File: src/sv/min_stk_pkg.sv
// ----------------------------------------------------------------------------
// min_stk_pkg
// Shared types and codes for the minimum-tracking stack.
// ----------------------------------------------------------------------------
`default_nettype none

package min_stk_pkg;

  localparam int DEPTH_DEF       = 64;
  localparam int VALUE_WIDTH_DEF = 32;

  // Request codes carried on req_type.
  localparam logic [1:0] REQ_PUSH = 2'd0;
  localparam logic [1:0] REQ_POP  = 2'd1;
  localparam logic [1:0] REQ_MIN  = 2'd2;

  // Status codes reported with each result.
  localparam logic [1:0] ST_OK    = 2'd0;
  localparam logic [1:0] ST_EMPTY = 2'd1;
  localparam logic [1:0] ST_FULL  = 2'd2;

  typedef enum logic [1:0] {
    S_IDLE,
    S_EXEC,
    S_OUT
  } state_t;

  // Commands from the controller to the datapath.
  typedef struct packed {
    logic capture;  // latch the request and read the top entry
    logic exec;     // apply the request and load the result register
  } cmd_t;

endpackage : min_stk_pkg

`default_nettype wire

File: src/sv/min_stk_ctrl.sv
// ----------------------------------------------------------------------------
// min_stk_ctrl
// Controller: sequences capture, execute and result hand-off per request.
// ----------------------------------------------------------------------------
`default_nettype none

module min_stk_ctrl
  import min_stk_pkg::*;
(
  input  logic clk,
  input  logic rst,
  input  logic in_valid,
  input  logic out_stall,
  output logic in_stall,
  output logic out_valid,
  output cmd_t cmd
);

  state_t state;
  state_t state_next;

  always_ff @(posedge clk) begin
    if (rst) begin
      state <= S_IDLE;
    end else begin
      state <= state_next;
    end
  end

  always_comb begin
    state_next = state;
    case (state)
      S_IDLE: begin
        if (in_valid) begin
          state_next = S_EXEC;
        end
      end
      S_EXEC: begin
        state_next = S_OUT;
      end
      S_OUT: begin
        if (!out_stall) begin
          state_next = S_IDLE;
        end
      end
      default: begin
        state_next = S_IDLE;
      end
    endcase
  end

  always_comb begin
    in_stall    = 1'b1;
    out_valid   = 1'b0;
    cmd.capture = 1'b0;
    cmd.exec    = 1'b0;
    case (state)
      S_IDLE: begin
        in_stall    = 1'b0;
        cmd.capture = in_valid;
      end
      S_EXEC: begin
        cmd.exec = 1'b1;
      end
      S_OUT: begin
        out_valid = 1'b1;
      end
      default: begin
        in_stall = 1'b1;
      end
    endcase
  end

endmodule : min_stk_ctrl

`default_nettype wire

File: src/sv/min_stk_dp.sv
// ----------------------------------------------------------------------------
// min_stk_dp
// Datapath: value and running-minimum memories, entry count, result register.
// ----------------------------------------------------------------------------
`default_nettype none

module min_stk_dp
  import min_stk_pkg::*;
#(
  parameter int DEPTH       = DEPTH_DEF,
  parameter int VALUE_WIDTH = VALUE_WIDTH_DEF,
  parameter int AW          = (DEPTH > 1) ? $clog2(DEPTH) : 1,
  parameter int CW          = $clog2(DEPTH + 1)
) (
  input  logic                   clk,
  input  logic                   rst,
  input  cmd_t                   cmd,
  input  logic [1:0]             req_type,
  input  logic [VALUE_WIDTH-1:0] push_value,
  output logic [VALUE_WIDTH-1:0] result_value,
  output logic [1:0]             status,
  output logic [CW-1:0]          fill_count
);

  localparam logic [CW-1:0] FULL_COUNT = CW'(DEPTH);

  logic [VALUE_WIDTH-1:0] value_mem [DEPTH];
  logic [VALUE_WIDTH-1:0] min_mem   [DEPTH];

  logic [1:0]             req;
  logic [VALUE_WIDTH-1:0] val;
  logic [VALUE_WIDTH-1:0] rd_val;
  logic [VALUE_WIDTH-1:0] rd_min;
  logic [CW-1:0]          count;
  logic [CW-1:0]          count_next;

  logic [AW-1:0]          top_addr;
  logic [AW-1:0]          wr_addr;
  logic                   is_empty;
  logic                   is_full;
  logic                   do_push;
  logic [VALUE_WIDTH-1:0] new_min;
  logic [VALUE_WIDTH-1:0] result_next;
  logic [1:0]             status_next;

  // The top entry sits one below the count; on an empty stack the read is
  // discarded.
  assign top_addr = AW'(count - CW'(1));
  assign wr_addr  = AW'(count);
  assign is_empty = (count == '0);
  assign is_full  = (count >= FULL_COUNT);
  assign do_push  = cmd.exec && (req == REQ_PUSH) && !is_full;

  // The new running minimum keeps the one below unless the pushed value is
  // strictly smaller.
  always_comb begin
    new_min = val;
    if (!is_empty && ($signed(rd_min) < $signed(val))) begin
      new_min = rd_min;
    end
  end

  always_comb begin
    result_next = '0;
    status_next = ST_OK;
    count_next  = count;
    case (req)
      REQ_PUSH: begin
        if (is_full) begin
          status_next = ST_FULL;
        end else begin
          count_next = count + CW'(1);
        end
      end
      REQ_POP: begin
        if (is_empty) begin
          status_next = ST_EMPTY;
        end else begin
          result_next = rd_val;
          count_next  = count - CW'(1);
        end
      end
      REQ_MIN: begin
        if (is_empty) begin
          status_next = ST_EMPTY;
        end else begin
          result_next = rd_min;
        end
      end
      default: begin
        result_next = '0;
      end
    endcase
  end

  always_ff @(posedge clk) begin
    if (cmd.capture) begin
      rd_val <= value_mem[top_addr];
      rd_min <= min_mem[top_addr];
    end
    if (do_push) begin
      value_mem[wr_addr] <= val;
      min_mem[wr_addr]   <= new_min;
    end
  end

  always_ff @(posedge clk) begin
    if (cmd.capture) begin
      req <= req_type;
      val <= push_value;
    end
    if (cmd.exec) begin
      result_value <= result_next;
      status       <= status_next;
      fill_count   <= count_next;
    end
  end

  always_ff @(posedge clk) begin
    if (rst) begin
      count <= '0;
    end else if (cmd.exec) begin
      count <= count_next;
    end
  end

endmodule : min_stk_dp

`default_nettype wire

File: src/sv/min_tracking_stack.sv
// ----------------------------------------------------------------------------
// min_tracking_stack
// LIFO stack of signed values that also reports its current minimum.
// ----------------------------------------------------------------------------
// Usage:
// A request (req_type, push_value) is taken on in_valid when in_stall is low.
// req_type selects push, pop or minimum query. Every request returns exactly
// one result (result_value, status, fill_count) on out_valid, taken when
// out_stall is low. A refused push reports full, and a pop or query on an
// empty stack reports empty, with no change to the stack.
// The request is taken in the idle state, where the top entry is read from
// the memories into registers. The execute state applies the request and
// loads the result register, and the output state presents the result.
// in_stall stays high from acceptance until the result has been taken, so a
// stall at the output holds the result and holds off the next request.
// Reset clears the entry count, so the stack starts empty. The memories are
// not cleared; no entry is used before it has been written.
// ----------------------------------------------------------------------------
`default_nettype none

module min_tracking_stack
  import min_stk_pkg::*;
#(
  parameter int DEPTH       = DEPTH_DEF,
  parameter int VALUE_WIDTH = VALUE_WIDTH_DEF
) (
  input  logic                           clk,
  input  logic                           rst,
  input  logic                           in_valid,
  output logic                           in_stall,
  input  logic [1:0]                     req_type,
  input  logic [VALUE_WIDTH-1:0]         push_value,
  output logic                           out_valid,
  input  logic                           out_stall,
  output logic [VALUE_WIDTH-1:0]         result_value,
  output logic [1:0]                     status,
  output logic [$clog2(DEPTH + 1)-1:0]   fill_count
);

  localparam int AW = (DEPTH > 1) ? $clog2(DEPTH) : 1;
  localparam int CW = $clog2(DEPTH + 1);

  cmd_t cmd;

  min_stk_ctrl u_ctrl (
    .clk       (clk),
    .rst       (rst),
    .in_valid  (in_valid),
    .out_stall (out_stall),
    .in_stall  (in_stall),
    .out_valid (out_valid),
    .cmd       (cmd)
  );

  min_stk_dp #(
    .DEPTH       (DEPTH),
    .VALUE_WIDTH (VALUE_WIDTH),
    .AW          (AW),
    .CW          (CW)
  ) u_dp (
    .clk          (clk),
    .rst          (rst),
    .cmd          (cmd),
    .req_type     (req_type),
    .push_value   (push_value),
    .result_value (result_value),
    .status       (status),
    .fill_count   (fill_count)
  );

`ifndef SYNTHESIS
  // An accepted request passes through the execute state and then presents its result.
  a_latency: assert property (@(posedge clk) disable iff (rst)
    (in_valid && !in_stall) |=> ##1 out_valid)
    else $error("result not presented two cycles after request");

  // Once a result is taken the block is ready for the next request.
  a_ready_after_out: assert property (@(posedge clk) disable iff (rst)
    (out_valid && !out_stall) |=> !in_stall && !out_valid)
    else $error("block not ready after result was taken");

  // The reported count never exceeds the depth.
  a_count_bound: assert property (@(posedge clk) disable iff (rst)
    out_valid |-> (fill_count <= CW'(DEPTH)))
    else $error("fill count beyond depth");

  // A refused push only happens on a full stack.
  a_full_status: assert property (@(posedge clk) disable iff (rst)
    (out_valid && (status == ST_FULL)) |-> (fill_count == CW'(DEPTH)))
    else $error("full status with stack not full");
`endif

endmodule : min_tracking_stack

`default_nettype wire

File: config.mk
export PLATFORM = sky130hd
export DESIGN_NAME = min_tracking_stack
export DESIGN_NICKNAME = d
export VERILOG_FILES = /design/src/sv/min_stk_pkg.sv /design/src/sv/min_stk_ctrl.sv /design/src/sv/min_stk_dp.sv /design/src/sv/min_tracking_stack.sv
export SDC_FILE = /design/constraint.sdc
export NUM_CORES = 2
export LEC_CHECK = 0
export ABC_CLOCK_PERIOD_IN_PS = 14500
export BUFFER_PORTS_ARGS = -buffer_cell sky130_fd_sc_hd__buf_2
export CAP_MARGIN = 30
export CELL_PAD_IN_SITES_DETAIL_PLACEMENT = 1
export CELL_PAD_IN_SITES_GLOBAL_PLACEMENT = 2
export CORE_ASPECT_RATIO = 0.75
export CORE_MARGIN = 2
export CORE_UTILIZATION = 35
export DETAILED_ROUTE_END_ITERATION = 10
export PLACE_DENSITY_LB_ADDON = 0.25
export SLEW_MARGIN = 15
export SYNTH_ARGS = -nofsm -noshare
export SYNTH_HDL_FRONTEND = slang
export SYNTH_HIERARCHICAL = 1
export SYNTH_SLANG_ARGS = --single-unit
File: constraint.sdc
create_clock -name clk -period 14.5 [get_ports clk]
set_clock_uncertainty 0.1 [all_clocks]
set_input_delay 2.9 -clock clk [delete_from_list [all_inputs] [get_ports clk]]
set_output_delay 2.9 -clock clk [all_outputs]
set_load 0.005 [all_outputs]
==> metrics.txt <==
status=finished clean; Synth Cell Area=0.164 mm²; maximum vdd drop=101 µV; placed cell areas=0.174 mm²; Synth top area share=between 70% and 80%; wirelength, routed=~540000 µm; Post-Syn Area per Cell=between 20 and 25 µm²; Initial Utilization=between 30% and 40%; Unique masters post-synth=56; Area Overhead vs Synth=14.9%; drt drc=0; Fillers=between 40000 and 50000; Power per Cell Area=about 150 mW/mm²; Final Cell Area=roughly 0.19 mm²; post-synthesis sequential area ratio=roughly 78%; Hold Violations, Final=0; initial antenna violation count=50; Final Non-Filler Cells=14081; port buffer count=80; GP Congestion=0.759; area occupied by multi-input gates=around 0.036 mm²; crit path launch type=flip-flop; CTS root buf=clkbuf_16; Setup TNS Final=0 ns; vias in the first global route=approximately 83000; max-slew violations=0; Seq. cell area=0.127 mm²; Skew-Pair Late Insertion Delay=around 1.0 ns; delay-heaviest family, CP=buffers and inverters; crit-path max FO=around 90; most common cell after layout, fill and taps aside=edfxtp_1; # IOs=approximately 80; die area=roughly 0.47 mm²; GR Util All Layers=between 20% and 30%; CTS tree=built; Worst Path Required=around 15 ns; FP Rows=approximately 220; total leakage power=56.3 nW; Inserted Clock Buffers=around 400; YS warnings=6; Die Height=just under 600 µm; vias per cell=slightly below 6; Crit path arrival time=6.89 ns; critical-path cell list=buf_12, buf_4, buf_4, buf_4, buf_4, mux4_2, mux4_2, a211oi_1, a31oi_1; total core area=between 0.4 and 0.5 mm²; Post-DRT Antenna Nets=0; first-pass GRT wire length=between 700000 and 800000 µm; total power=28.6 mW; Hold Path Class=reg -> reg; pin count of the biggest net entering global routing=approximately 120; worst rel slew slack=between 20 and 30%; fmax=about 160 MHz; number of synthesized flops with an enable pin=4235; via count=82896; Crit path buffers/inverters=5; Post-Place Setup Slack=roughly 7.5 ns; DR pass1 iterations=5; Reg clk slew, reported paths=~0.07 ns; Synth area leaders=edfxtp_1, mux4_2, nand2_1; fin crit share=between 40 and 50%; Max stage delay on crit path=0.76 ns; DRT iter0 DRCs=about 12000; min cycle time layout=6.33 ns; nets=roughly 7600; setup violators final=0; H-tree depth=5; post-CTS resize count=0; Worst setup EP type=flip-flop; Bufs on Longest Clock Path=4; drt wl/cell=around 39 µm; Post-CTS Setup Inserts=0; Worst path slowest cell=buf_4; Hold Buf Count CTS=0; crit path kind=reg -> reg; Synth area leader=edfxtp_1; Synth async-reset ratio=0%; hpwl dp=284000 µm; cell count after synthesis=7059; setup ws final=8.17 ns; GR Overflow Total=0; RSZ-0062 raised after global routing=false; Synth Register Bits=around 4200; dpl cells=13292; Post-synth top flop=edfxtp_1; Worst-Margin Slew=around 1.1 ns; most frequent cells in the layout=edfxtp_1, mux4_2, clkbuf_16; syn nets=7135; Die Width=around 800 µm; CP most frequent cell=buf_4; CTS sink cnt=~4200; Max Cap Violations=0; layout cell share with drive strength beyond 1=~31%
-- worst min-delay path, stage by stage, from the launching register on --
cell	delay, ns
dfxtp_1	0.35
nand3b_1	0.10
a21oi_1	0.06
-- cell type report --
class | instances | share of cell area, %
inverters | 39 | 0.0778
well taps | 6241 | 4.15
multi-input cells | 2355 | 18.9
flip-flops and latches | 4244 | 67.7
diodes | 10 | 0.0133
clock inverters | 267 | 1.40
clock buffers | 496 | 5.75
repair buffers | 429 | 2.03
-- cells in the mapped netlist, drive strengths merged (34+ instances only) --
cell type,n
edfxtp,4235
inv,39
nand3b,36
a21oi,56
a31oi,64
o211ai,40
nand3,43
buf,226
a32oi,37
nor2,113
mux2,74
o221ai,35
a311oi,34
mux4,1206
ha,38
nand2,297
o21ai,45
clkbuf,195
-- final timing paths --
path | startpoint | endpoint | slack (ns) | cells after the start
worst max-delay path | u_dp/count[0] | u_dp/rd_min[11] | 8.17 | 9
worst min-delay path | u_ctrl/state[1] | u_ctrl/state[1] | 0.46 | 2
worst max register to register | u_dp/count[0] | u_dp/rd_min[11] | 8.17 | 9
worst min register to register | u_ctrl/state[1] | u_ctrl/state[1] | 0.46 | 2
-- power breakdown --
part | internal (mW) | leakage (nW) | total (mW) | switching (mW)
sequential | 14.3 | 38.2 | 14.5 | 0.171
clock | 6.14 | 6.58 | 11.0 | 4.81
combinational | 1.01 | 11.5 | 3.19 | 2.18
total | 21.5 | 56.3 | 28.6 | 7.16
-- routing by layer --
layer | global-route usage [%] | share of wire (%) | vias up
met4 | 6.09 | 3.0 | 8
li1 | - | - | 31194
met5 | 0 | 0.010 | -
met2 | 34.2 | 45 | 3967
met3 | 3.86 | 8.5 | 763
met1 | 33.5 | 43 | 46964
-- sequential cells by signal, summed over array words and instances (netlist names) --
signal / count
u_dp/value_mem: 2048
u_dp/val: 32
u_dp/req: 2
u_dp/rd_min: 32
u_dp/status: 2
u_dp/result_value: 32
u_dp/fill_count: 7
u_dp/min_mem: 2048
u_dp/rd_val: 32
u_ctrl/state: 2
u_dp/count: 7
-- cells by family after synthesis --
family / share of synthesized area, %
simple gates: 1.72
flops: 77.8
fa+ha+maj: 0.290
mux: 17.1
buf+inv: 1.27
compound gates: 1.82
xor+xnor: 0.0214
-- per-stage QoR --
step           util (%)  hold slack, ns
2_1_floorplan         -           0.393
3_3_place_gp       37.3           0.441
3_5_place_dp       37.4           0.453
4_1_cts            40.3           0.467
5_1_grt            40.4           0.517
6_report           40.4           0.460
(Power assumes the default switching activity.)
